`src/design/rsame_pkg.sv`:
```
package rsame_pkg;

  // port width of the data fields
  localparam int DATA_W = 64;
  // datapath width, 8 to 64
  localparam int WIDTH  = 64;
  localparam int CNT_W  = $clog2(WIDTH);
  localparam int IDX_W  = 2;

  localparam logic [IDX_W-1:0] REG_EXPONENT  = 2'd0;
  localparam logic [IDX_W-1:0] REG_MODULUS   = 2'd1;
  localparam logic [IDX_W-1:0] REG_KEY_READY = 2'd2;

  // (x + y) mod m for x, y < m
  function automatic logic [WIDTH-1:0] add_mod(input logic [WIDTH-1:0] x,
                                               input logic [WIDTH-1:0] y,
                                               input logic [WIDTH-1:0] m);
    logic [WIDTH:0] sum;
    logic [WIDTH:0] dif;
    sum = {1'b0, x} + {1'b0, y};
    dif = sum - {1'b0, m};
    if (sum >= {1'b0, m}) begin
      return dif[WIDTH-1:0];
    end
    return sum[WIDTH-1:0];
  endfunction

endpackage

```
`src/design/rsame_modmul.sv`:
```
module rsame_modmul (
  input  logic                         clk,
  input  logic                         rst_n,
  input  logic                         start,
  input  logic [rsame_pkg::WIDTH-1:0]  a_in,
  input  logic [rsame_pkg::WIDTH-1:0]  b_in,
  input  logic [rsame_pkg::WIDTH-1:0]  m_in,
  output logic                         done,
  output logic [rsame_pkg::WIDTH-1:0]  prod
);
  import rsame_pkg::*;

  logic             run_r, run_nxt;
  logic             done_r, done_nxt;
  logic [CNT_W-1:0] cnt_r, cnt_nxt;
  logic [WIDTH-1:0] a_r, a_nxt;
  logic [WIDTH-1:0] b_r, b_nxt;
  logic [WIDTH-1:0] p_r, p_nxt;

  // shift-and-add over the bits of b, low bit first
  always_comb begin
    run_nxt  = run_r;
    done_nxt = 1'b0;
    cnt_nxt  = cnt_r;
    a_nxt    = a_r;
    b_nxt    = b_r;
    p_nxt    = p_r;
    if (start) begin
      run_nxt = 1'b1;
      cnt_nxt = '0;
      a_nxt   = a_in;
      b_nxt   = b_in;
      p_nxt   = '0;
    end else if (run_r) begin
      if (b_r[0]) begin
        p_nxt = add_mod(p_r, a_r, m_in);
      end
      a_nxt   = add_mod(a_r, a_r, m_in);
      b_nxt   = b_r >> 1;
      cnt_nxt = cnt_r + 1'b1;
      if (cnt_r == CNT_W'(WIDTH - 1)) begin
        run_nxt  = 1'b0;
        done_nxt = 1'b1;
      end
    end
  end

  always_ff @(posedge clk) begin
    if (!rst_n) begin
      run_r  <= 1'b0;
      done_r <= 1'b0;
      cnt_r  <= '0;
    end else begin
      run_r  <= run_nxt;
      done_r <= done_nxt;
      cnt_r  <= cnt_nxt;
    end
  end

  always_ff @(posedge clk) begin
    a_r <= a_nxt;
    b_r <= b_nxt;
    p_r <= p_nxt;
  end

  assign done = done_r;
  assign prod = p_r;

endmodule

```
`src/design/rsa_modular_exponentiation_core.sv`:
```
// channel  direction  handshake            payload
// in       input      in_valid / in_ready  in_cipher_block, in_last_block
// out      output     out_valid/out_ready  out_plain_block, out_last_out, out_error_flag
// cfg      input      cfg_wr_en            cfg_index, cfg_wdata
//
// one request at a time: the block is first reduced modulo the modulus, then for each
// exponent bit up to the highest set one, the result is multiplied by the square when
// the bit is set and the square is then squared, both in the one bit-serial modmul unit
// key not ready or modulus below two: no computation, zero result with error flag set
// the result waits in an output register; a new request is taken meanwhile
// rst_n is synchronous; it clears control state and the configuration registers
module rsa_modular_exponentiation_core (
  input  logic                          clk,
  input  logic                          rst_n,
  input  logic                          in_valid,
  output logic                          in_ready,
  input  logic [rsame_pkg::DATA_W-1:0]  in_cipher_block,
  input  logic                          in_last_block,
  output logic                          out_valid,
  input  logic                          out_ready,
  output logic [rsame_pkg::DATA_W-1:0]  out_plain_block,
  output logic                          out_last_out,
  output logic                          out_error_flag,
  input  logic                          cfg_wr_en,
  input  logic [rsame_pkg::IDX_W-1:0]   cfg_index,
  input  logic [rsame_pkg::DATA_W-1:0]  cfg_wdata
);
  import rsame_pkg::*;

  typedef enum logic [4:0] {
    S_IDLE   = 5'b00001,
    S_REDUCE = 5'b00010,
    S_STEP   = 5'b00100,
    S_MUL    = 5'b01000,
    S_SQR    = 5'b10000
  } state_t;

  // S_STEP with a zero exponent also finishes; hold_r keeps the result until it moves out
  state_t           state_r, state_nxt;
  logic             hold_r, hold_nxt;
  logic [WIDTH-1:0] exp_r, mod_r;
  logic             key_r;
  logic [WIDTH-1:0] acc_r, acc_nxt;
  logic [WIDTH-1:0] sq_r, sq_nxt;
  logic [WIDTH-1:0] e_r, e_nxt;
  logic [CNT_W-1:0] cnt_r, cnt_nxt;
  logic             last_r, last_nxt;
  logic             err_r, err_nxt;
  logic             out_valid_r, out_valid_nxt;
  logic [WIDTH-1:0] plain_r;
  logic             plain_last_r, plain_err_r;
  logic             load_out;
  logic             in_acc;
  logic             bad_key;
  logic [WIDTH:0]   rem;
  logic [WIDTH:0]   rem_sub;
  logic             mm_start;
  logic [WIDTH-1:0] mm_a;
  logic             mm_done;
  logic [WIDTH-1:0] mm_p;

  rsame_modmul u_modmul (
    .clk   (clk),
    .rst_n (rst_n),
    .start (mm_start),
    .a_in  (mm_a),
    .b_in  (sq_r),
    .m_in  (mod_r),
    .done  (mm_done),
    .prod  (mm_p)
  );

  assign in_ready = (state_r == S_IDLE) && !hold_r;
  assign in_acc   = in_valid && in_ready;
  assign bad_key  = !key_r || (mod_r[WIDTH-1:1] == '0);
  assign load_out = hold_r && (!out_valid_r || out_ready);

  // one remainder bit per cycle, block bits from the top
  assign rem     = {sq_r, acc_r[WIDTH-1]};
  assign rem_sub = rem - {1'b0, mod_r};

  assign mm_a = (state_r == S_STEP && e_r[0]) ? acc_r : sq_r;

  always_comb begin
    state_nxt = state_r;
    hold_nxt  = hold_r;
    acc_nxt   = acc_r;
    sq_nxt    = sq_r;
    e_nxt     = e_r;
    cnt_nxt   = cnt_r;
    last_nxt  = last_r;
    err_nxt   = err_r;
    mm_start  = 1'b0;
    if (load_out) begin
      hold_nxt = 1'b0;
    end
    unique case (state_r)
      S_IDLE: begin
        if (in_acc) begin
          last_nxt = in_last_block;
          if (bad_key) begin
            acc_nxt  = '0;
            err_nxt  = 1'b1;
            hold_nxt = 1'b1;
          end else begin
            err_nxt   = 1'b0;
            acc_nxt   = in_cipher_block[WIDTH-1:0];
            sq_nxt    = '0;
            e_nxt     = exp_r;
            cnt_nxt   = '0;
            state_nxt = S_REDUCE;
          end
        end
      end
      S_REDUCE: begin
        sq_nxt  = (rem >= {1'b0, mod_r}) ? rem_sub[WIDTH-1:0] : rem[WIDTH-1:0];
        acc_nxt = acc_r << 1;
        cnt_nxt = cnt_r + 1'b1;
        if (cnt_r == CNT_W'(WIDTH - 1)) begin
          acc_nxt   = WIDTH'(1);
          state_nxt = S_STEP;
        end
      end
      S_STEP: begin
        if (e_r == '0) begin
          hold_nxt  = 1'b1;
          state_nxt = S_IDLE;
        end else begin
          mm_start  = 1'b1;
          state_nxt = e_r[0] ? S_MUL : S_SQR;
        end
      end
      S_MUL: begin
        if (mm_done) begin
          acc_nxt   = mm_p;
          mm_start  = 1'b1;
          state_nxt = S_SQR;
        end
      end
      S_SQR: begin
        if (mm_done) begin
          sq_nxt    = mm_p;
          e_nxt     = e_r >> 1;
          state_nxt = S_STEP;
        end
      end
      default: state_nxt = S_IDLE;
    endcase
  end

  always_comb begin
    out_valid_nxt = out_valid_r;
    if (out_valid_r && out_ready) begin
      out_valid_nxt = 1'b0;
    end
    if (load_out) begin
      out_valid_nxt = 1'b1;
    end
  end

  always_ff @(posedge clk) begin
    if (!rst_n) begin
      state_r     <= S_IDLE;
      hold_r      <= 1'b0;
      out_valid_r <= 1'b0;
      cnt_r       <= '0;
      exp_r       <= '0;
      mod_r       <= '0;
      key_r       <= 1'b0;
    end else begin
      state_r     <= state_nxt;
      hold_r      <= hold_nxt;
      out_valid_r <= out_valid_nxt;
      cnt_r       <= cnt_nxt;
      if (cfg_wr_en) begin
        unique case (cfg_index)
          REG_EXPONENT:  exp_r <= cfg_wdata[WIDTH-1:0];
          REG_MODULUS:   mod_r <= cfg_wdata[WIDTH-1:0];
          REG_KEY_READY: key_r <= cfg_wdata[0];
          default: ;
        endcase
      end
    end
  end

  always_ff @(posedge clk) begin
    acc_r  <= acc_nxt;
    sq_r   <= sq_nxt;
    e_r    <= e_nxt;
    last_r <= last_nxt;
    err_r  <= err_nxt;
    if (load_out) begin
      plain_r      <= acc_r;
      plain_last_r <= last_r;
      plain_err_r  <= err_r;
    end
  end

  assign out_valid       = out_valid_r;
  assign out_plain_block = DATA_W'(plain_r);
  assign out_last_out    = plain_last_r;
  assign out_error_flag  = plain_err_r;

endmodule

```
`config.mk`:
```
export PLATFORM = sky130hd
export DESIGN_NAME = rsa_modular_exponentiation_core
export DESIGN_NICKNAME = d
export VERILOG_FILES = /design/src/design/rsame_pkg.sv /design/src/design/rsame_modmul.sv /design/src/design/rsa_modular_exponentiation_core.sv
export SDC_FILE = /design/constraint.sdc
export NUM_CORES = 2
export LEC_CHECK = 0
export ABC_CLOCK_PERIOD_IN_PS = 7000
export BUFFER_PORTS_ARGS = -buffer_cell sky130_fd_sc_hd__buf_2
export CAP_MARGIN = 20
export CORE_MARGIN = 5
export CORE_UTILIZATION = 55
export CTS_CLUSTER_DIAMETER = 120
export DETAILED_ROUTE_END_ITERATION = 7
export HOLD_SLACK_MARGIN = 0.12
export PLACE_DENSITY_LB_ADDON = 0.08
export SYNTH_ARGS = -nofsm -noshare
export SYNTH_HDL_FRONTEND = slang
export SYNTH_HIERARCHICAL = 1
export SYNTH_SLANG_ARGS = --single-unit
```
`constraint.sdc`:
```
create_clock -name clk -period 7 [get_ports clk]
set_input_delay 0.7 -clock clk [delete_from_list [all_inputs] [get_ports clk]]
set_output_delay 0.7 -clock clk [all_outputs]
set_load 0.005 [all_outputs]
```
==> impl_metrics.csv <==
group,metric,value,unit
floorplanning,fp.dieW,288,um
route,viasPerCell,6.51,
route,drt_wl_total,163000,um
floorplanning,rows,101,
setup_path,start_kind,"register",
setup_path,cp-endpoint,"u_modmul/prod[58]$_SDFFE_PP0P_",
synth,synth_edf_count,388,
setup_path,cpMostUsedCell,"o21ai_0",
setup_path,crit_required,7530,ps
layout,finalInstanceArea,46900,um2
clocking,cts_tree,"done",
synth,ys_warn_count,6,
timing,tightest_slew,1100,ps
placed_design,place.gp.congestion,1.04,
placed_design,post_dp_cell_area,44400,um2
placed_design,dpl.hpwl,126000,um
synth,synthArstFlopShare,0,%
synth,syn_nets,5332,
grt,grt_use_met1,54.9,%
clocking,cts.htree.levels,3,
grt,grt.overflow.total,0,
setup_path,crit_arrival,7220,ps
route,route.detailed.drc,12,
power_and_ir_drop,p_leak,18.2,nW
synth,synth.distinct_cells,92,
grt,grt_max_degree,86,
placed_design,dpl_worst_slack,71.3,ps
clocking,cts_sinks,602,
setup_path,timing.rr.start,"u_modmul/a_r[1]$_DFFE_PP_",
route,drt-initial-drc-count,5322,
synth,syn_area_per_cell,8.60,um2
grt,antenna_found_initial,12,
setup_path,critPathSlowestCell,"o21ai_0",
synth,synth_area,42500,um2
power_and_ir_drop,ir_drop,0.232,mV
synth,synth_seq_cells,602,
grt,grt_first_pass_wirelength,237000,um
placed_design,portBuffers,203,
setup_path,r2r_end,"u_modmul/prod[58]$_SDFFE_PP0P_",
grt,grt_busiest_layer,"met1",
setup_path,slowest_delay,710,ps
timing,max_slew_margin,26.4,%
clocking,clock_latency,640,ps
timing,hold_viol,0,
setup_path,cp-end-kind,"register",
grt,use_met2,53.4,%
layout,drive_above_1_share,12.2,%
layout,fill_cells,6830,
setup_path,reg2reg_slack,310,ps
synth,ys_seq_area_share,37.5,%
synth,ys.flop_type,"edfxtp_1",
clocking,cts_made_buffers,70,
floorplanning,die_height,288,um
run_status,violations,"DRC",
grt,gr-usage-all-layers,37.7,%
setup_path,r2r_cells,23,
timing,slew_viol_final,0,
setup_path,crit_path_cell_trace,"ha_1 -> a211oi_1 -> o21ai_1 -> buf_4 -> o21ai_0 -> nand2_1 -> a31oi_1 -> o21bai_1 -> a21oi_1 -> xnor2_1 -> ha_1 -> nand2_1 -> o21ai_0 -> a31oi_1 -> o21ai_0 -> a211oi_1 -> buf_4 -> o21a_1 -> o21ai_0 -> a21oi_1 -> o41ai_1 -> xnor2_1 -> a211oi_1",
timing,hold-worst-slack,260,ps
grt,grt_pass1_vias,36430,
timing,layout_setup_ws,307,ps
setup_path,crit_path_start,"u_modmul/a_r[1]$_DFFE_PP_",
timing,setup_viol,0,
route,ant_nets,0,
timing,rsz0062_at_grt,"false",
clocking,cts_buffer_depth,3,
timing,fin_skew,39.9,ps
layout,multi_input_area,24500,um2
timing,period_needed,6690,ps
floorplanning,coreArea,76200,um2
timing,finalCritPeriodShare,95.6,%
floorplanning,initial_utilization,55.7,%
layout,fin_util,61.6,%
synth,syn_inst,4934,
grt,use_met3,11.0,%
setup_path,path_max_fanout,6,
timing,setup_tns,0,ps
setup_path,crit_type,"register to register",
timing,fmax,149,MHz
power_and_ir_drop,power_density,289,nW/um2
clocking,path_clk_slew,60,ps
run_status,status,"finished with violations",
route,drtPass1Iterations,8,
min_path,worstHoldStart,"in_last_block",
floorplanning,pin_count,204,
run,maxCapViolations,0,
clocking,clock-root-buffer,"clkbuf_16",
floorplanning,die_area,82800,um2
route,wire_per_inst,26.7,um
min_path,min_path_type,"input port to register",
layout,ff_latch_area,15900,um2
route,vias,39664,
layout,nets,5401,
layout,area_delta_synth_final,10.5,%
state kept, by name, indices dropped and copies added, names as in the netlist, 64 cells and up:
register	count
u_modmul/a_r	64
mod_r	64
exp_r	64
out_plain_block	64
u_modmul/prod	64
e_r	64
acc_r	64
u_modmul/b_r	64
sq_r	64
worst max-delay path, delay by kind of cell, from the launching register on:
family	cells	cell delay (ps)
flops	1	480
compound gates	15	4500
buf+inv	2	370
xor+xnor	2	280
fa+ha+maj	2	760
simple gates	2	210
how the worst min path moves through the flow:
stage / endpoint / slack (ps) / cells after the start
floorplan: out_error_flag$_DFFE_PP_ / 400 / 0
global placement: out_last_out$_DFFE_PP_ / 400 / 0
finish: last_r$_DFFE_PP_ / 260 / 1
global route: last_r$_DFFE_PP_ / 230 / 1
detailed placement: out_error_flag$_DFFE_PP_ / 410 / 0
CTS: last_r$_DFFE_PP_ / 220 / 1
synth_stat cells, types with 116 or more instances:
| library cell | count | area, um2 |
|---|---|---|
| clkbuf_1 | 253 | 950 |
| ha_1 | 258 | 3230 |
| o21ai_0 | 292 | 1460 |
| nand2_1 | 777 | 2920 |
| a21boi_0 | 135 | 1010 |
| inv_1 | 266 | 998 |
| a21oi_1 | 410 | 2050 |
| xnor2_1 | 116 | 1020 |
| dfxtp_1 | 214 | 4280 |
| edfxtp_1 | 388 | 11700 |
| a21o_1 | 135 | 1010 |
| nor2_1 | 299 | 1120 |
| mux2_2 | 149 | 1680 |
layer usage:
| metal | vias to the layer above | wire length, um | share of wire (%) |
|---|---|---|---|
| met1 | 18946 | 68800 | 42 |
| met4 | 8 | 7070 | 4.3 |
| li1 | 18160 | - | - |
| met3 | 324 | 20900 | 13 |
| met2 | 2226 | 66000 | 41 |
| met5 | - | 53 | 0.033 |
cell type report:
cell class / count / area share (%)
multi-input cells: 3768 / 52.1
flip-flops and latches: 602 / 34.0
diodes: 2 / 0.0107
well taps: 1030 / 2.75
repair buffers: 295 / 3.79
inverters: 266 / 2.13
clock buffers: 89 / 4.15
clock inverters: 41 / 1.07
logic make-up after synthesis:
family	after synthesis	synth area share, %
buffers and inverters	564	5.16
DFF	602	37.5
AOI/OAI and AO/OA	1472	22.6
and+or+nand+nor	1617	17.3
adders and majority gates	262	7.79
xor gates and xnor gates	226	4.66
muxes	191	4.95
cells in the final DEF, fill, tap and decap left out, types with 23 or more instances in the layout:
master     count
a211oi_1      73
or3_1         24
nand2_1      776
and3_1        31
and2_1        31
o31ai_1       23
nor3_1        97
clkbuf_16     73
buf_4         88
inv_1        265
xor2_1       110
a21oi_1      409
nand2b_1      32
a31oi_1       38
o211ai_1      28
mux2_2       149
nor4_1        45
o21ai_0      289
o21bai_1      50
a21boi_0     135
ha_1         258
xnor2_1      116
o21a_1        45
nor2b_1       27
edfxtp_1     388
nand3_1       93
buf_2        202
dfxtp_1      214
nor2_1       297
mux2i_1       41
nand4_1       84
a21o_1       135
a222oi_1      65
stage by stage:
step | std cells | power (mW)
finish | 6093 | 13.5
global placement | 5959 | 9.48
CTS | 6090 | 13.4
floorplan | 4934 | 7.92
detailed placement | 5960 | 9.48
global route | 6091 | 14.1
repair_timing:
action,4_1_cts,5_1_grt
setup endpoints to repair,0,63
setup buffers,0,0
resized for setup,0,11
hold buffers,0,0
where the power goes:
group	switching, mW	internal (mW)
registers	0.523	4.37
clock network	1.66	2.27
logic	3.00	1.73
total	5.18	8.36
No activity file was read; power rests on OpenSTA's default activity.
